===== config.mk =====
export PLATFORM = sky130hd
export DESIGN_NAME = rc_frame_decoder_deadband
export DESIGN_NICKNAME = d
export VERILOG_FILES = /design/src/rtl/core/rcfd_pkg.sv /design/src/rtl/core/rcfd_front.sv /design/src/rtl/core/rcfd_queue.sv /design/src/rtl/core/rcfd_back.sv /design/src/rtl/core/rc_frame_decoder_deadband.sv
export SDC_FILE = /design/constraint.sdc
export NUM_CORES = 1
export LEC_CHECK = 0
export BUFFER_PORTS_ARGS = -buffer_cell sky130_fd_sc_hd__buf_2
export CORE_ASPECT_RATIO = 0.8
export CORE_MARGIN = 1.5
export CORE_UTILIZATION = 45
export DETAILED_ROUTE_END_ITERATION = 8
export PLACE_DENSITY = 0.64
export SKIP_CTS_REPAIR_TIMING = 1
export SYNTH_ARGS = -nofsm -noshare
export SYNTH_HDL_FRONTEND = slang
export SYNTH_SLANG_ARGS = --single-unit

===== constraint.sdc =====
create_clock -name clk -period 20.1 [get_ports clk]
set_input_delay 3.015 -clock clk [delete_from_list [all_inputs] [get_ports clk]]
set_output_delay 3.015 -clock clk [all_outputs]
set_load 0.02 [all_outputs]

===== src/rtl/core/rcfd_pkg.sv =====
// ----------------------------------------------------------------------------
// rcfd_pkg
// Shared types and constants for the remote-control frame decoder.
// ----------------------------------------------------------------------------
package rcfd_pkg;

  localparam int FRAME_BYTES = 18;
  localparam int CNT_W       = 5;
  localparam logic [CNT_W-1:0] CNT_FULL = CNT_W'(FRAME_BYTES);
  localparam logic [CNT_W-1:0] CNT_OVER = CNT_W'(FRAME_BYTES + 1);

  // input opcodes
  localparam logic [1:0] OP_DATA = 2'd0;
  localparam logic [1:0] OP_EOF  = 2'd1;
  localparam logic [1:0] OP_TICK = 2'd2;

  // configuration register indexes
  localparam logic [1:0] REG_CENTRE   = 2'd0;
  localparam logic [1:0] REG_DEADBAND = 2'd1;
  localparam logic [1:0] REG_TIMEOUT  = 2'd2;

  localparam logic [10:0] CENTRE_RST   = 11'd1024;
  localparam logic [10:0] DEADBAND_RST = 11'd10;
  localparam logic [15:0] TIMEOUT_RST  = 16'd1500;

  localparam logic [3:0] SW_BOTH_DOWN = 4'hA;

  // command queue between front and back
  localparam int CMD_DEPTH = 2;
  localparam int CMD_PTR_W = 1;
  localparam int CMD_CNT_W = 2;

  typedef struct packed {
    logic [1:0] opcode;
    logic [7:0] data_byte;
  } in_word_t;

  typedef struct packed {
    logic signed [11:0] stick_right_h;
    logic signed [11:0] stick_right_v;
    logic signed [11:0] stick_left_h;
    logic signed [11:0] stick_left_v;
    logic signed [15:0] wheel;
    logic        [3:0]  switches;
    logic signed [15:0] mouse_x;
    logic signed [15:0] mouse_y;
    logic signed [15:0] mouse_z;
    logic        [15:0] mouse_buttons;
    logic        [15:0] key_bits;
    logic               link_lost;
  } out_word_t;

  typedef enum logic [0:0] {
    CMD_FRAME = 1'b0,
    CMD_LOSS  = 1'b1
  } cmd_kind_t;

  typedef struct packed {
    cmd_kind_t                       kind;
    logic [FRAME_BYTES-1:0][7:0]     frame;
  } cmd_t;

endpackage


===== src/rtl/core/rcfd_front.sv =====
// ----------------------------------------------------------------------------
// rcfd_front
// Collects frame bytes, checks frame length, runs the loss timer and issues
// decode / loss commands.
// ----------------------------------------------------------------------------
module rcfd_front (
  input  logic              clk,
  input  logic              rst_n,
  input  logic              accept,
  input  rcfd_pkg::in_word_t in_word,
  input  logic [15:0]       loss_timeout,
  output logic              cmd_push,
  output rcfd_pkg::cmd_t    cmd
);

  logic [7:0]                  buf_r [rcfd_pkg::FRAME_BYTES];
  logic [rcfd_pkg::CNT_W-1:0]  cnt_r, cnt_nxt;
  logic [15:0]                 ticks_r, ticks_nxt;
  logic                        lost_r, lost_nxt;
  logic [15:0]                 tick_inc;

  assign tick_inc = (ticks_r == 16'hFFFF) ? ticks_r : ticks_r + 16'd1;

  always_comb begin
    for (int i = 0; i < rcfd_pkg::FRAME_BYTES; i++) begin
      cmd.frame[i] = buf_r[i];
    end
    cmd.kind  = rcfd_pkg::CMD_FRAME;
    cmd_push  = 1'b0;
    cnt_nxt   = cnt_r;
    ticks_nxt = ticks_r;
    lost_nxt  = lost_r;
    if (accept) begin
      unique case (in_word.opcode)
        rcfd_pkg::OP_DATA: begin
          if (cnt_r < rcfd_pkg::CNT_FULL) cnt_nxt = cnt_r + 1'b1;
          else                            cnt_nxt = rcfd_pkg::CNT_OVER;
        end
        rcfd_pkg::OP_EOF: begin
          cnt_nxt = '0;
          if (cnt_r == rcfd_pkg::CNT_FULL) begin
            cmd_push  = 1'b1;
            ticks_nxt = '0;
            lost_nxt  = 1'b0;
          end
        end
        rcfd_pkg::OP_TICK: begin
          ticks_nxt = tick_inc;
          if (!lost_r && tick_inc >= loss_timeout) begin
            lost_nxt = 1'b1;
            cmd_push = 1'b1;
            cmd.kind = rcfd_pkg::CMD_LOSS;
          end
        end
        default: ;  // unused opcode, ignored
      endcase
    end
  end

  always_ff @(posedge clk) begin
    if (!rst_n) begin
      cnt_r   <= '0;
      ticks_r <= '0;
      lost_r  <= 1'b0;
    end else begin
      cnt_r   <= cnt_nxt;
      ticks_r <= ticks_nxt;
      lost_r  <= lost_nxt;
    end
  end

  // frame bytes: payload, no reset
  always_ff @(posedge clk) begin
    if (accept && in_word.opcode == rcfd_pkg::OP_DATA && cnt_r < rcfd_pkg::CNT_FULL) begin
      buf_r[cnt_r] <= in_word.data_byte;
    end
  end

endmodule


===== src/rtl/core/rcfd_queue.sv =====
// ----------------------------------------------------------------------------
// rcfd_queue
// Two-entry command queue decoupling the front from the back.
// ----------------------------------------------------------------------------
module rcfd_queue (
  input  logic           clk,
  input  logic           rst_n,
  input  logic           push,
  input  rcfd_pkg::cmd_t push_cmd,
  output logic           full,
  input  logic           pop,
  output logic           valid,
  output rcfd_pkg::cmd_t head
);

  rcfd_pkg::cmd_t                 mem_r [rcfd_pkg::CMD_DEPTH];
  logic [rcfd_pkg::CMD_PTR_W-1:0] wr_ptr_r, rd_ptr_r;
  logic [rcfd_pkg::CMD_CNT_W-1:0] count_r, count_nxt;

  assign full  = (count_r == rcfd_pkg::CMD_CNT_W'(rcfd_pkg::CMD_DEPTH));
  assign valid = (count_r != '0);
  assign head  = mem_r[rd_ptr_r];

  always_comb begin
    count_nxt = count_r;
    if (push && !pop)      count_nxt = count_r + 1'b1;
    else if (pop && !push) count_nxt = count_r - 1'b1;
  end

  always_ff @(posedge clk) begin
    if (!rst_n) begin
      wr_ptr_r <= '0;
      rd_ptr_r <= '0;
      count_r  <= '0;
    end else begin
      if (push) wr_ptr_r <= wr_ptr_r + 1'b1;
      if (pop)  rd_ptr_r <= rd_ptr_r + 1'b1;
      count_r <= count_nxt;
    end
  end

  always_ff @(posedge clk) begin
    if (push) mem_r[wr_ptr_r] <= push_cmd;
  end

`ifndef SYNTHESIS
  a_no_overflow: assert property (@(posedge clk) disable iff (!rst_n) !(push && full && !pop))
    else $error("command queue overflow");
  a_no_underflow: assert property (@(posedge clk) disable iff (!rst_n) !(pop && !valid))
    else $error("command queue underflow");
  a_count_range: assert property (@(posedge clk) disable iff (!rst_n)
      count_r <= rcfd_pkg::CMD_CNT_W'(rcfd_pkg::CMD_DEPTH))
    else $error("command queue count out of range");
  a_ptr_track: assert property (@(posedge clk) disable iff (!rst_n)
      (count_r == '0 || full) |-> (wr_ptr_r == rd_ptr_r))
    else $error("command queue pointers disagree with count");
`endif

endmodule


===== src/rtl/core/rcfd_back.sv =====
// ----------------------------------------------------------------------------
// rcfd_back
// Executes decode / loss commands: unpacks channels, centres them, applies
// the deadband and holds the result word until it is taken.
// ----------------------------------------------------------------------------
module rcfd_back (
  input  logic                clk,
  input  logic                rst_n,
  input  logic                cmd_valid,
  input  rcfd_pkg::cmd_t      cmd,
  output logic                cmd_pop,
  input  logic [10:0]         centre_offset,
  input  logic [10:0]         deadband,
  output logic                out_empty,
  input  logic                out_pop,
  output rcfd_pkg::out_word_t out_word
);

  rcfd_pkg::out_word_t out_r, res;
  logic                out_valid_r;
  logic [63:0]         mouse_r;
  logic [15:0]         key_r;
  logic [10:0]         c0, c1, c2, c3;
  logic [15:0]         wraw;

  function automatic logic signed [11:0] stick_db(logic [10:0] raw, logic [10:0] ctr,
                                                  logic [10:0] db);
    logic signed [12:0] v;
    logic signed [12:0] d;
    v = $signed({2'b00, raw}) - $signed({2'b00, ctr});
    d = $signed({2'b00, db});
    if (v < d && v > -d) return '0;
    return v[11:0];
  endfunction

  function automatic logic signed [15:0] wheel_db(logic [15:0] raw, logic [10:0] ctr,
                                                  logic [10:0] db);
    logic [15:0]        wu;
    logic signed [16:0] w;
    logic signed [16:0] d;
    wu = raw - {5'b0, ctr};
    w  = $signed({wu[15], wu});
    d  = $signed({6'b0, db});
    if (w < d && w > -d) return '0;
    return wu;
  endfunction

  assign cmd_pop   = cmd_valid && (!out_valid_r || out_pop);
  assign out_empty = !out_valid_r;
  assign out_word  = out_r;

  // 11-bit channels packed LSB first
  assign c0   = {cmd.frame[1][2:0], cmd.frame[0]};
  assign c1   = {cmd.frame[2][5:0], cmd.frame[1][7:3]};
  assign c2   = {cmd.frame[4][0], cmd.frame[3], cmd.frame[2][7:6]};
  assign c3   = {cmd.frame[5][3:0], cmd.frame[4][7:1]};
  assign wraw = {cmd.frame[17], cmd.frame[16]};

  always_comb begin
    res.mouse_x       = mouse_r[15:0];
    res.mouse_y       = mouse_r[31:16];
    res.mouse_z       = mouse_r[47:32];
    res.mouse_buttons = mouse_r[63:48];
    res.key_bits      = key_r;
    unique case (cmd.kind)
      rcfd_pkg::CMD_FRAME: begin
        res.stick_right_h = stick_db(c0, centre_offset, deadband);
        res.stick_right_v = stick_db(c1, centre_offset, deadband);
        res.stick_left_h  = stick_db(c2, centre_offset, deadband);
        res.stick_left_v  = stick_db(c3, centre_offset, deadband);
        res.wheel         = wheel_db(wraw, centre_offset, deadband);
        res.switches      = cmd.frame[5][7:4];
        res.mouse_x       = {cmd.frame[7], cmd.frame[6]};
        res.mouse_y       = {cmd.frame[9], cmd.frame[8]};
        res.mouse_z       = {cmd.frame[11], cmd.frame[10]};
        res.mouse_buttons = {cmd.frame[13], cmd.frame[12]};
        res.key_bits      = {cmd.frame[15], cmd.frame[14]};
        res.link_lost     = 1'b0;
      end
      rcfd_pkg::CMD_LOSS: begin
        res.stick_right_h = '0;
        res.stick_right_v = '0;
        res.stick_left_h  = '0;
        res.stick_left_v  = '0;
        res.wheel         = '0;
        res.switches      = rcfd_pkg::SW_BOTH_DOWN;
        res.link_lost     = 1'b1;
      end
    endcase
  end

  always_ff @(posedge clk) begin
    if (!rst_n) begin
      out_valid_r <= 1'b0;
      mouse_r     <= '0;
      key_r       <= '0;
    end else begin
      if (cmd_pop)      out_valid_r <= 1'b1;
      else if (out_pop) out_valid_r <= 1'b0;
      if (cmd_pop && cmd.kind == rcfd_pkg::CMD_FRAME) begin
        mouse_r <= {res.mouse_buttons, res.mouse_z, res.mouse_y, res.mouse_x};
        key_r   <= res.key_bits;
      end
    end
  end

  always_ff @(posedge clk) begin
    if (cmd_pop) out_r <= res;
  end

endmodule


===== src/rtl/core/rc_frame_decoder_deadband.sv =====
// ----------------------------------------------------------------------------
// rc_frame_decoder_deadband
// Remote-control receiver frame decoder with centring and deadband.
// ----------------------------------------------------------------------------
// Usage:
//  - Input channel (in_push / in_full / in_word): one word per cycle carrying
//    a data byte, an end-of-frame marker or a timer tick. A word is taken on
//    a clock edge with in_push high and in_full low.
//  - Result channel (out_empty / out_pop / out_word): the oldest result sits
//    on out_word while out_empty is low; out_pop takes it.
//  - Config port (cfg_we / cfg_addr / cfg_wdata): single-cycle register write,
//    0 centre offset, 1 deadband, 2 loss timeout. Write only while idle.
//  - Path: the end-of-frame or tick word that causes a result pushes a
//    command into the queue on the accepting edge; the output register is
//    loaded from the queue head when it is free or being popped.
//  - Throughput: one input word per cycle, sustained, as long as results are
//    drained, and the back end then retires one command per cycle.
//  - Stall: when out_pop is held low the output register holds, the two-entry
//    command queue fills, and in_full then rises until the back takes one.
//  - Reset (rst_n low, synchronous): byte count, tick count, lost flag, saved
//    mouse/key values and all handshake state are cleared; registers return
//    to centre 1024, deadband 10, timeout 1500.
// ----------------------------------------------------------------------------
module rc_frame_decoder_deadband (
  input  logic                clk,
  input  logic                rst_n,
  // input channel
  input  logic                in_push,
  output logic                in_full,
  input  rcfd_pkg::in_word_t  in_word,
  // result channel
  output logic                out_empty,
  input  logic                out_pop,
  output rcfd_pkg::out_word_t out_word,
  // configuration
  input  logic                cfg_we,
  input  logic [1:0]          cfg_addr,
  input  logic [15:0]         cfg_wdata
);

  logic [10:0]    centre_r;
  logic [10:0]    deadband_r;
  logic [15:0]    timeout_r;

  logic           in_accept;
  logic           cmd_push;
  rcfd_pkg::cmd_t cmd_in;
  rcfd_pkg::cmd_t cmd_head;
  logic           cmd_valid;
  logic           cmd_pop;
  logic           q_full;

  // the front never stalls on its own; only a full queue holds the input
  assign in_full   = q_full;
  assign in_accept = in_push && !q_full;

  // configuration registers
  always_ff @(posedge clk) begin
    if (!rst_n) begin
      centre_r   <= rcfd_pkg::CENTRE_RST;
      deadband_r <= rcfd_pkg::DEADBAND_RST;
      timeout_r  <= rcfd_pkg::TIMEOUT_RST;
    end else if (cfg_we) begin
      unique case (cfg_addr)
        rcfd_pkg::REG_CENTRE:   centre_r   <= cfg_wdata[10:0];
        rcfd_pkg::REG_DEADBAND: deadband_r <= cfg_wdata[10:0];
        rcfd_pkg::REG_TIMEOUT:  timeout_r  <= cfg_wdata;
        default: ;  // unmapped index, write dropped
      endcase
    end
  end

  // front: byte collection, length check, loss timer
  rcfd_front u_front (
    .clk          (clk),
    .rst_n        (rst_n),
    .accept       (in_accept),
    .in_word      (in_word),
    .loss_timeout (timeout_r),
    .cmd_push     (cmd_push),
    .cmd          (cmd_in)
  );

  // command queue carries the full frame so the front can refill its buffer
  rcfd_queue u_queue (
    .clk      (clk),
    .rst_n    (rst_n),
    .push     (cmd_push),
    .push_cmd (cmd_in),
    .full     (q_full),
    .pop      (cmd_pop),
    .valid    (cmd_valid),
    .head     (cmd_head)
  );

  // back: unpack, centre, deadband, output register
  rcfd_back u_back (
    .clk           (clk),
    .rst_n         (rst_n),
    .cmd_valid     (cmd_valid),
    .cmd           (cmd_head),
    .cmd_pop       (cmd_pop),
    .centre_offset (centre_r),
    .deadband      (deadband_r),
    .out_empty     (out_empty),
    .out_pop       (out_pop),
    .out_word      (out_word)
  );

endmodule

* Word level (Yosys, flattened, before mapping) *
Memory sizes are Yosys's and may differ from the RTL's. A register that Yosys moved wholly into a read port is not among the register bits.
Cells that the tools add are included.

cells by class
  add/subtract/negate cells = 13
  order comparisons = 12
  equality and inequality tests = 9
  muxes and demuxes = 47
  bitwise gates (word level) = 1
  reductions and logical operators = 32

operators with widths
  operator                 count
  $pmux W68 S2             1
  $mux W12                 8
  $mux W80                 1
  $mux W16                 4
  $gt A13 B13 Y1           4
  $lt A13 B12 Y1           4
  $sub A11 B11 Y12         4
  $pmux W16 S2             1
  $mux W1                  25
  $gt A16 B17 Y1           1
  $neg A11 Y17             1
  $add A16 B1 Y16 const B  1
  $eq A16 B16 Y1 const B   1
  $ge A16 B16 Y1           1
  $lt A16 B12 Y1           1
  $sub A16 B11 Y16         1
  $logic_and A1 B1 Y1      13
  $neg A11 Y13             1
  $pmux W5 S2              1
  $reduce_bool A2 Y1       5
  $reduce_and A2 Y1        4
  $eq A2 B2 Y1 const B     3
  $pmux W1 S2              3
  $add A5 B1 Y5 const B    1
  15 further kinds         24

storage, ports and cells
  register bits = 294
  memory bits (writable) = 434
  input port bits = 33
  output and inout bits = 151
  logic and storage cells = 140
  memories = 2

memories
  name           words  bits a word  rd ports  clocked after Yosys merged registers in  wr ports  RTL line          source
  u_queue.mem_r  2      145          1         1                                        1         rcfd_queue.sv:16  rcfd_pkg::cmd_t mem_r [rcfd_pkg::CMD_DEPTH];
  u_front.buf_r  18     8            18        0                                        1         rcfd_front.sv:16  logic [7:0] buf_r [rcfd_pkg::FRAME_BYTES];

* Depth between registers and ports, before layout *
Gate-level depths: netlist of the first run.

  word-level depth = 11
  mapped depth = 23

* Hierarchy *
Synthesis of the first run repeated with hierarchy kept, for this count alone.

second synthesis, totals
  cells, all modules = 2,424
  area total of the unflattened synthesis = 33,021.7 µm²

modules (own cells, without submodules)
  module                     instances  cells each  area an instance (µm²)  seq. area each (µm²)
  rcfd_back                  1          1,369       14,271.2                6,095.8
  rcfd_queue                 1          473         10,871.7                8,808.4
  rcfd_front                 1          428         6,369.9                 4,764.6
  rc_frame_decoder_deadband  1          154         1,508.9                 760.7

* Least setup slack after synthesis of the first run *
No wires, ideal clock.

  path kind = input port to flip-flop
  start point = input in_word[9] (netlist bit)
  end point = memory u_queue.mem_r[0][0] (netlist bit), enable pin
  data arrival time = 9.672 ns
  data required time = 19.448 ns
  setup slack = 9.776 ns
  stages = 6
  cells stage by stage = inv_1 > ha_1 > nand4_1 > a21oi_1 > o21ai_1 > nor2_1

between the ends
  cells in the longest elaborated chain, start to end = 5
  elaborated cells on any way between the ends = 6
  classes of those cells = 2 x eq/ne; 4 x mux

ends and longest elaborated chain
  element                                       RTL line                         source
  start: declaration                            rc_frame_decoder_deadband.sv:30  input rcfd_pkg::in_word_t in_word,
  $eq A2 B2 Y1 or $eq A2 B1 Y1 (tied branches)  rcfd_front.sv:34                 unique case (in_word.opcode)
  $pmux W1 S2 *                                 rcfd_front.sv:34
  $mux W1 *                                     rcfd_front.sv:33                 if (accept) begin
  $mux W1 *                                     rcfd_queue.sv:43                 if (push) mem_r[wr_ptr_r] <= push_cmd;
  $mux W1 (implied by the code) *               rcfd_queue.sv:43
  end: declaration                              rcfd_queue.sv:16

Mark *: on every way between the ends. The rest lies on a longest branch, timed or not.

* Worst setup path after layout of the first run *
  start point = input in_word[9] (netlist bit)
  end point = memory u_queue.mem_r[0][28] (netlist bit), enable pin

The elaborated chain is that of the path after synthesis.

==> results of run 1 <==
-- kinds of logic after synthesis --
kind of cell,synth area share
flops,0.638
simple gates,0.0885
compound gates,0.102
fa+ha+maj,0.0809
buf+inv,0.0227
mux,0.0492
xor+xnor,0.0191
-- sequential cells by signal (all words and copies together) (netlist names), 2 cells and up, named ones only --
name and count:
u_queue.count_r 2, u_front.ticks_r 16, deadband_r 11, u_front.buf_r 144, u_front.cnt_r 5, u_back.mouse_r 64, u_back.out_word 149, timeout_r 16
centre_r 11, u_back.key_r 16, u_queue.mem_r 290
-- area by class of cell --
class / instances / area (µm²)
clock buffer: 98 / 1980
clock inverter: 40 / 424
fill: 5849 / 34100
inverter: 91 / 353
multi-input combinational: 1519 / 10900
sequential: 729 / 20400
tap: 934 / 1170
timing repair buffer: 202 / 1060
-- metrics by stage --
| stage | instance area (µm²) | hold slack [ns] | util |
|---|---|---|---|
| detailed placement | 33900 | 0.429 | 0.481 |
| global route | 36300 | 0.438 | 0.516 |
| floorplan | 32000 | 0.421 | - |
| finish | 36300 | 0.427 | 0.516 |
| CTS | 36300 | 0.426 | 0.516 |
| global placement | 33900 | 0.422 | 0.481 |
-- routing by layer --
metal	wire length (µm)	track usage	vias to the layer above
li1	-	-	9444
met1	33900	0.286	9691
met2	35000	0.325	497
met3	3450	0.0301	100
met4	1480	0.0485	0
met5	0	0	-
-- path summary, 6_finish.rpt --
path,endpoint,startpoint,cells after the start,slack (ns)
worst max-delay path,u_queue.mem_r[0][28]$_DFFE_PP_,in_word[9],9,13.64
worst min-delay path,u_queue.mem_r[1][102]$_DFFE_PP_,u_front.buf_r[12][6]$_DFFE_PP_,0,0.43
worst max register to register,u_back.out_word[130]$_SDFFCE_PP0P_,flop,18,13.93
worst min register to register,u_queue.mem_r[1][102]$_DFFE_PP_,u_front.buf_r[12][6]$_DFFE_PP_,0,0.43
-- placed cells by master, fill, tap and decap left out, types with 6 or more instances in the layout --
cell type	Yosys	final
and3_1	7	7
ha_1	199	199
nor4_1	6	6
buf_4	2	19
o21ai_1	15	15
a211oi_1	94	94
edfxtp_1	583	583
nand2b_1	14	14
mux2i_1	94	94
a21o_1	20	20
xnor2_1	54	54
and4_1	6	6
inv_1	88	87
nand3_1	26	26
nand4_1	22	22
a31oi_1	11	11
mux2_2	50	50
a21oi_1	89	89
clkbuf_1	57	21
o31ai_1	7	7
bufinv_16	0	6
clkinv_1	0	12
clkinv_2	1	10
o21ai_0	124	124
and2_1	9	9
nor2_1	214	212
dfxtp_1	146	145
a211oi_2	10	10
inv_6	0	6
o21a_1	30	30
buf_2	18	183
nor2b_1	40	40
o211ai_1	21	21
xor2_1	12	12
o211a_1	8	8
clkbuf_16	0	75
nor3_1	28	28
nand2_1	204	204
-- power groups by stage --
| stage | logic [µW] | clock network [µW] | registers (µW) |
|---|---|---|---|
| global route | 146 | 1460 | 1620 |
| floorplan | 85.1 | 0 | 1650 |
| global placement | 125 | 0 | 1650 |
| CTS | 131 | 1400 | 1620 |
| detailed placement | 130 | 0 | 1650 |
| finish | 132 | 1370 | 1620 |
==> results.tsv, run 1 <==
stage	metric	value	unit
run_status	status	completed	
critical_path	worst_setup_path_start_kind	input pin	
critical_path	endpoint_kind	flop	
power_and_ir_drop	p_int	2450	µW
clock_network	htree_levels	3	
sta	min_period	6.46	ns
clock_network	cts-root-buf	clkbuf_16	
grt	grt_pass1_vias	19100	
sta	fmax	155	MHz
final_layout	area_delta_synth_final	13.4	%
route	vias	19700	
critical_path	critical_path_class	in2reg	
critical_path	cp_top_family	buffers and inverters	
yosys	ys_seq_elements	729	
placement	place_inst	3475	
sta	post-route-period-util	0.322	
clock_network	clk_latency	0.62	ns
floorplanning	fp.dieArea	72800	µm²
route	firstDrtPassIters	5	
yosys	synthCells	2429	
grt	grt_pass1_wl	112000	µm
clock_network	clock_sinks	729	
sta	finalSetupViolations	0	
floorplanning	fp.dieW	301	µm
floorplanning	num_rows	87	
route	ant_nets	0	
sta	final_max_slew_viol_count	0	
critical_path	cp.arrival	6.69	ns
yosys	yosysMostFrequentCell	edfxtp_1	
floorplanning	core	70400	µm²
final_layout	diodes	0	
grt	track_usage	0.202	
yosys	ys.flop_type	edfxtp_1	
sta	worst_pin_slew	1.10	ns
grt	grt-ovfl-total	0	
power_and_ir_drop	leakagePower	0.0127	µW
sta	worst_slack	13.64	ns
route	wl_per_cell	20.4	µm
placement	gp_congestion	0.891	
yosys	yosys-top-cells-area	edfxtp_1, dfxtp_1, ha_1	
yosys	synthTopCellsByCount	edfxtp_1, nor2_1, nand2_1, ha_1, dfxtp_1	
power_and_ir_drop	p_seq_frac	0.519	
clock_network	cts.clk_slew.worst_paths	0.06	ns
critical_path	worst-path-buf-inv	4	
clock_network	cts_tree	built	
placement	place_hpwl	49700	µm
yosys	synth.top_cell.area_share	0.547	
route	avgViaCountPerCell	5.46	
clock_network	cts_max_path_buffers	3	
sta	fin_tns_setup	0	ns
power_and_ir_drop	power.share.combinational	0.042	
floorplanning	die_h	242	µm
yosys	syn_nets	2666	
yosys	postSynthAreaPerCell	13.2	µm²
critical_path	slowest_stage	buf_4	
final_layout	final_layout_size_suffix_gt1_frac	0.153	
power_and_ir_drop	power_density	86.0	nW/µm²
placement	dpl_worst_slack	12.93	ns
final_layout	nets	2855	
critical_path	required	20.33	ns
critical_path	crit_chain	buf_2, inv_1, ha_1, nand4_1, a21oi_1, o21ai_1, nor2_4, buf_4, buf_4	
yosys	yosys.area.top_type	edfxtp_1	
critical_path	worstPathMaxFanout	68	
min_path	hold_class	reg2reg	
route	drc_errors	0	
grt	antenna_found_initial	1	
power_and_ir_drop	power_switching	675	µW
yosys	ys_types	88	
sta	worst_clock_skew	0.0188	ns
power_and_ir_drop	switching_share	0.216	
grt	grt_max_degree	104	
power_and_ir_drop	p_total	3120	µW
job	maxCapViolations	0	
yosys	synth_area	32000	µm²
critical_path	crit_top_cell	buf_4	
final_layout	fin_cells	3613	
sta	rsz0062_at_grt	false	
yosys	ys_seq_area_frac	0.638	
route	first_iter_violations	1440	
sta	relSlewSlack	0.264	
yosys	synth_edf_count	583	
sta	hold_violations	0	
power_and_ir_drop	clkPwrFrac	0.439	
floorplanning	initial_utilization	0.455	
floorplanning	num_io_pins	184	
clock_network	cts_buffers	75	
critical_path	cpPeakStageDelay	0.87	ns
placement	port_buffers	183	
yosys	yosys_warnings	0	
yosys	synth_async_sr_flop_share	0	
power_and_ir_drop	vdd_drop_max	0.0628	mV
route	drt_wl_total	73900	µm
No activity file was read; power rests on OpenSTA's default activity.
==> run 2: changes to the inputs <==
PLACE_DENSITY = 0.66   (was 0.64)
clock period = 5.8 ns   (was 20.1 ns; I/O delays follow)
==> results.tsv, run 2 (same netlist as run 1, synthesis figures left out) <==
stage	metric	value	unit	change
sta	fmax	196	MHz	
power_and_ir_drop	leakagePower	0.0128	µW	was 0.0127 µW
sta	final_max_slew_viol_count	0		unchanged
clock_network	cts-root-buf	clkbuf_16		unchanged
final_layout	fin_cells	3618		was 3,613
floorplanning	num_rows	87		unchanged
route	dr_wl_met3	4810	µm	was 3450 µm
critical_path	critical_path_class	reg2reg		was in2reg
sta	rsz0062_at_grt	false		unchanged
floorplanning	fp.dieW	301	µm	unchanged
floorplanning	fp.dieArea	72800	µm²	unchanged
route	wl_met2	35300	µm	was 35,000 µm
min_path	worst_hold_path.num_cells	0		unchanged
clock_network	cts.clk_slew.worst_paths	0.07	ns	was 0.06 ns
route	wl_met1	34200	µm	was 33,900 µm
critical_path	reg2reg_depth	19		was 18
sta	post-route-period-util	0.882		
grt	grt_pass1_vias	19600		was 19,100
sta	worst_clock_skew	0.0222	ns	was 0.0188 ns
route	first_iter_violations	1323		was 1,440
route	routed.top_layer	met4		unchanged
final_layout	layout_commonest_cell	edfxtp_1		unchanged
grt	track_usage	0.208		was 0.202
critical_path	endpoint_kind	flop		unchanged
clock_network	clock_sinks	729		unchanged
clock_network	cts_max_path_buffers	3		unchanged
clock_network	clk_latency	0.62	ns	about the same
grt	grt_pass1_wl	115000	µm	was 112,000 µm
job	maxCapViolations	0		unchanged
clock_network	htree_levels	3		unchanged
route	drc_errors	0		unchanged
final_layout	nets	2862		was 2,855
floorplanning	initial_utilization	0.455		unchanged
min_path	hold_class	reg2reg		unchanged
critical_path	worst_setup_path_start_kind	flop		was input pin
placement	place_hpwl	51400	µm	was 49,700 µm
sta	min_period	5.11	ns	
floorplanning	core	70400	µm²	unchanged
placement	port_buffers	183		unchanged
critical_path	worstPathMaxFanout	40		was 68
route	ant_nets	0		unchanged
placement	gp_congestion	0.899		was 0.891
power_and_ir_drop	power_density	304	nW/µm²	was 86.0 nW/µm²
power_and_ir_drop	vdd_drop_max	0.202	mV	was 0.0628 mV
sta	finalSetupViolations	0		unchanged
final_layout	layout_common_cells	edfxtp_1, nor2_1, nand2_1		unchanged
grt	grt_max_degree	163		was 104
sta	worst_pin_slew	1.16	ns	was 1.10 ns
clock_network	cts_tree	built		unchanged
grt	grt-ovfl-total	0		unchanged
power_and_ir_drop	p_total	11100	µW	was 3120 µW
route	firstDrtPassIters	5		unchanged
final_layout	diodes	0		unchanged
critical_path	required	6.12	ns	was 20.33 ns
route	drt_wl_total	75900	µm	was 73,900 µm
floorplanning	die_h	242	µm	unchanged
grt	antenna_found_initial	3		was 1
sta	relSlewSlack	0.218		was 0.264
run_status	status	completed		unchanged
critical_path	cp.arrival	5.43	ns	was 6.69 ns
final_layout	area_delta_synth_final	14.4	%	was 13.4%
clock_network	cts_buffers	73		was 75
placement	place_inst	3484		was 3,475
route	vias	19900		was 19,700
final_layout	final_layout_size_suffix_gt1_frac	0.159		was 0.153
sta	hold_violations	0		unchanged
final_layout	largest_register_ffs	290		unchanged
floorplanning	num_io_pins	184		unchanged
route	wl_per_cell	21.0	µm	was 20.4 µm
route	avgViaCountPerCell	5.49		was 5.46
final_layout	regMostFlops	u_queue.mem_r		unchanged
run 2: final timing paths:
| kind | endpoint | slack (ns) | start |
|---|---|---|---|
| worst max-delay path | u_back.out_word[138]$_SDFFCE_PP0P_ | 0.69 | flop |
| worst min-delay path | u_queue.mem_r[0][16]$_DFFE_PP_ | 0.43 | u_front.buf_r[2][0]$_DFFE_PP_ |
| worst max register to register | u_back.out_word[138]$_SDFFCE_PP0P_ | 0.69 | flop |
| worst min register to register | u_queue.mem_r[0][16]$_DFFE_PP_ | 0.43 | u_front.buf_r[2][0]$_DFFE_PP_ |
run 2: worst max-delay path, stage by stage, from the launching register on:
cell,delay [ns]
dfxtp_4,0.75
mux2i_1,0.25
ha_1,0.18
inv_1,0.06
fa_1,0.40
a21o_1,0.20
a21oi_1,0.23
o21bai_1,0.11
a2111oi_1,0.51
o31ai_1,0.14
a21oi_1,0.20
xnor2_1,0.14
ha_1,0.33
o21ai_0,0.09
nand2_1,0.07
o311ai_0,0.14
o21ai_0,0.11
o22ai_1,0.11
a31oi_1,0.66
nor2b_1,0.11
run 2: per-layer routing:
| metal | track usage | up-vias |
|---|---|---|
| met1 | 0.295 | 9749 |
| met4 | 0.0508 | 0 |
| li1 | - | 9450 |
| met5 | 0 | - |
| met3 | 0.0360 | 103 |
| met2 | 0.332 | 557 |
run 2: layout make-up:
| class | count | area, µm² |
|---|---|---|
| fill | 5780 | 33800 |
| sequential | 729 | 20400 |
| multi-input combinational | 1519 | 10900 |
| clock buffer | 93 | 1990 |
| timing repair buffer | 211 | 1200 |
| tap | 934 | 1170 |
| clock inverter | 41 | 584 |
| inverter | 91 | 353 |
run 2: power by group:
group / total [µW] / switching, µW / leakage, µW / internal [µW]
Sequential: 5610 / 12.7 / 0.00646 / 5600
Combinational: 468 / 306 / 0.00513 / 163
Clock: 5040 / 2000 / 0.00125 / 3040
Total: 11100 / 2320 / 0.0128 / 8800
run 2: metrics by stage:
step | util | hold WS [ns] | setup TNS, ns | worst slack (ns) | instance area [µm²]
6_report | 0.520 | 0.429 | 0 | 0.687 | 36600
5_1_grt | 0.520 | 0.442 | 0 | 0.273 | 36600
4_1_cts | 0.520 | 0.436 | 0 | 0.697 | 36600
3_5_place_dp | 0.483 | 0.429 | 0 | 0.722 | 34000
3_3_place_gp | 0.483 | 0.422 | 0 | 0.793 | 34000
2_1_floorplan | - | 0.421 | -294.48 | -1.02 | 32000
==> run 3: changes to the inputs <==
SYNTH_HIERARCHICAL = 1   (was unset)
==> results.tsv, run 3 <==
stage	metric	value	unit	change
route	wl_per_cell	21.2	µm	was 21.0 µm
clock_network	htree_levels	3		unchanged
yosys	ys.flop_type	edfxtp_1		unchanged
final_layout	area_delta_synth_final	13.2	%	was 14.4%
sta	worst_slack	0.820	ns	was 0.687 ns
floorplanning	die_h	245	µm	was 242 µm
power_and_ir_drop	p_int	10600	µW	was 8800 µW
yosys	yosys.area.top_type	edfxtp_1		unchanged
job	maxCapViolations	0		unchanged
sta	hold_violations	0		unchanged
power_and_ir_drop	power_switching	4940	µW	was 2320 µW
critical_path	r2r_slack	0.82	ns	was 0.69 ns
grt	track_usage	0.203		was 0.208
clock_network	cts_max_path_buffers	3		unchanged
yosys	synth_edf_count	583		unchanged
min_path	hold_class	reg2reg		unchanged
sta	fin_tns_setup	0	ns	unchanged
route	ant_nets	0		unchanged
power_and_ir_drop	vdd_drop_max	0.210	mV	was 0.202 mV
placement	gp_congestion	0.891		was 0.899
placement	place_inst	3492		was 3,484
sta	final_max_slew_viol_count	0		unchanged
grt	antenna_found_initial	3		unchanged
yosys	yosysMostFrequentCell	edfxtp_1		unchanged
placement	dpl_worst_slack	0.844	ns	was 0.722 ns
clock_network	clk_latency	0.62	ns	about the same
power_and_ir_drop	p_seq_frac	0.430		was 0.505
critical_path	reg2reg_depth	18		was 19
yosys	ys_seq_area_frac	0.619		was 0.638
critical_path	worst_setup_path_start_kind	flop		unchanged
yosys	synth.top_cell.area_share	0.530		was 0.547
sta	finalSetupViolations	0		unchanged
power_and_ir_drop	power.share.combinational	0.272		was 0.042
sta	min_period	4.98	ns	was 5.11 ns
critical_path	endpoint_kind	flop		unchanged
route	drc_errors	0		unchanged
run_status	status	completed		unchanged
final_layout	largest_register_ffs	290		unchanged
route	avgViaCountPerCell	5.55		was 5.49
placement	port_buffers	183		unchanged
yosys	synthCells	2424		was 2,429
final_layout	layout_common_cells	edfxtp_1, ha_1, buf_2		was edfxtp_1, nor2_1, nand2_1
grt	grt_pass1_wl	116000	µm	was 115,000 µm
power_and_ir_drop	leakagePower	0.0139	µW	was 0.0128 µW
yosys	synth_async_sr_flop_share	0		unchanged
clock_network	cts.clk_slew.worst_paths	0.06	ns	was 0.07 ns
floorplanning	num_io_pins	184		unchanged
power_and_ir_drop	clkPwrFrac	0.298		was 0.453
sta	post-route-period-util	0.859		was 0.882
clock_network	cts_buffers	76		was 73
grt	grt-ovfl-total	0		unchanged
final_layout	regMostFlops	u_queue/mem_r		was u_queue.mem_r
route	firstDrtPassIters	6		was 5
floorplanning	initial_utilization	0.456		was 0.455
clock_network	clock_sinks	729		unchanged
final_layout	final_layout_size_suffix_gt1_frac	0.216		was 0.159
critical_path	critical_path_class	reg2reg		unchanged
route	vias	20100		was 19,900
route	first_iter_violations	1487		was 1,323
critical_path	r2r-end	u_back/out_word[114]$_SDFFCE_PP0P_		was u_back.out_word[138]$_SDFFCE_PP0P_
yosys	yosys-top-cells-area	edfxtp_1, dfxtp_1, ha_1		unchanged
critical_path	worstPathMaxFanout	31		was 40
clock_network	cts-root-buf	clkbuf_16		unchanged
min_path	hold_path_end	u_queue/mem_r[0][66]$_DFFE_PP_		was u_queue.mem_r[0][16]$_DFFE_PP_
clock_network	cts_tree	built		unchanged
final_layout	fin_cells	3631		was 3,618
final_layout	nets	2862		unchanged
yosys	synthTopCellsByCount	edfxtp_1, ha_1, nor2_1, mux2_2, dfxtp_1		was edfxtp_1, nor2_1, nand2_1, ha_1, dfxtp_1
sta	worst_clock_skew	0.0249	ns	was 0.0222 ns
yosys	yosys_warnings	6		was 0
critical_path	required	6.11	ns	was 6.12 ns
sta	rsz0062_at_grt	false		unchanged
grt	grt_pass1_vias	20100		was 19,600
yosys	ys_seq_elements	729		unchanged
sta	relSlewSlack	0.194		was 0.218
floorplanning	core	72300	µm²	was 70,400 µm²
placement	place_hpwl	51700	µm	was 51,400 µm
floorplanning	fp.dieArea	75000	µm²	was 72,800 µm²
yosys	postSynthAreaPerCell	13.6	µm²	was 13.2 µm²
yosys	syn_nets	2661		was 2,666
yosys	synth_area	33000	µm²	was 32,000 µm²
critical_path	cp.arrival	5.29	ns	was 5.43 ns
floorplanning	num_rows	88		was 87
min_path	min-delay-start	u_front/buf_r[8][2]$_DFFE_PP_		was u_front.buf_r[2][0]$_DFFE_PP_
sta	fmax	201	MHz	was 196 MHz
yosys	ys_types	81		was 88
final_layout	layout_commonest_cell	edfxtp_1		unchanged
grt	grt_max_degree	165		was 163
min_path	worst_hold_path.num_cells	0		unchanged
floorplanning	fp.dieW	306	µm	was 301 µm
power_and_ir_drop	switching_share	0.319		was 0.208
route	drt_wl_total	77000	µm	was 75,900 µm
sta	worst_pin_slew	1.20	ns	was 1.16 ns
power_and_ir_drop	power_density	415	nW/µm²	was 304 nW/µm²
## run 3: cell types whose count changed after synthesis, moves of 73 or more
cell / delta
mux2_2: +125
nor3b_1: +96
a211oi_1: -84
nor3_1: +80
o21ai_0: -74
nand2_1: -73
## run 3: layer usage
metal	track usage	wire, µm
met3	0.0296	4000
met5	0	0
met4	0.0531	1570
met1	0.288	35400
met2	0.327	36000
## run 3: area by class of cell
type / count / area, µm²
Multi-Input combinational cell: 1506 / 11800
Fill cell: 6023 / 35000
Clock inverter: 34 / 298
Inverter: 93 / 354
Timing Repair Buffer: 219 / 1250
Antenna cell: 1 / 2.50
Sequential cell: 729 / 20400
Clock buffer: 104 / 2060
Tap cell: 945 / 1180
## run 3: cells by family after synthesis
family / Yosys count / share of synthesized area
XOR/XNOR: 71 / 0.0188
adder cells (fa/ha/maj): 204 / 0.0784
multiplexers: 258 / 0.0924
AO/OA/AOI/OAI: 280 / 0.0561
flip-flops: 729 / 0.619
buffers and inverters: 189 / 0.0255
AND/OR/NAND/NOR: 693 / 0.110
## run 3: critical path, stage by stage, from the launching register on
cell,delay (ns)
dfxtp_4,0.61
mux2_2,0.38
inv_1,0.08
ha_1,0.17
inv_1,0.06
fa_1,0.39
a21oi_1,0.16
nor2b_1,0.08
o31ai_1,0.31
a21oi_1,0.16
a21o_1,0.21
a21oi_1,0.16
xnor2_1,0.17
ha_1,0.35
nand4_1,0.12
a221oi_1,0.27
o41ai_1,0.15
a21oi_1,0.70
nor3b_1,0.14
## run 3: metrics by stage
stage | utilization | total power [µW] | instance area [µm²] | hold slack, ns
floorplan | - | 9720 | 33000 | 0.421
global placement | 0.484 | 10900 | 35000 | 0.422
detailed placement | 0.484 | 11000 | 35000 | 0.430
CTS | 0.517 | 15700 | 37400 | 0.434
global route | 0.517 | 16300 | 37400 | 0.437
finish | 0.517 | 15500 | 37400 | 0.436
## run 3: worst max path at each step
stage                  from                            endpoint  slack [ns]  cells past startpoint
global placement       flop  u_back/out_word[114]$_SDFFCE_PP0P_        1.02                     18
floorplan           out_pop     u_queue/count_r[1]$_SDFFE_PN0P_        0.39                      8
finish                 flop  u_back/out_word[114]$_SDFFCE_PP0P_        0.82                     18
CTS                    flop  u_back/out_word[138]$_SDFFCE_PP0P_        0.82                     21
detailed placement     flop  u_back/out_word[114]$_SDFFCE_PP0P_        0.84                     15
global route           flop  u_back/out_word[138]$_SDFFCE_PP0P_        0.33                     21
## run 3: power by group through the flow
stage                     combinational, µW  clock (µW)  sequential (µW)
after floorplan                        2430           0             7290
after global placement                 4120           0             6760
after detailed placement               4210           0             6780
after CTS                              4240        4750             6680
after global routing                   4620        4920             6720
final                                  4220        4620             6660
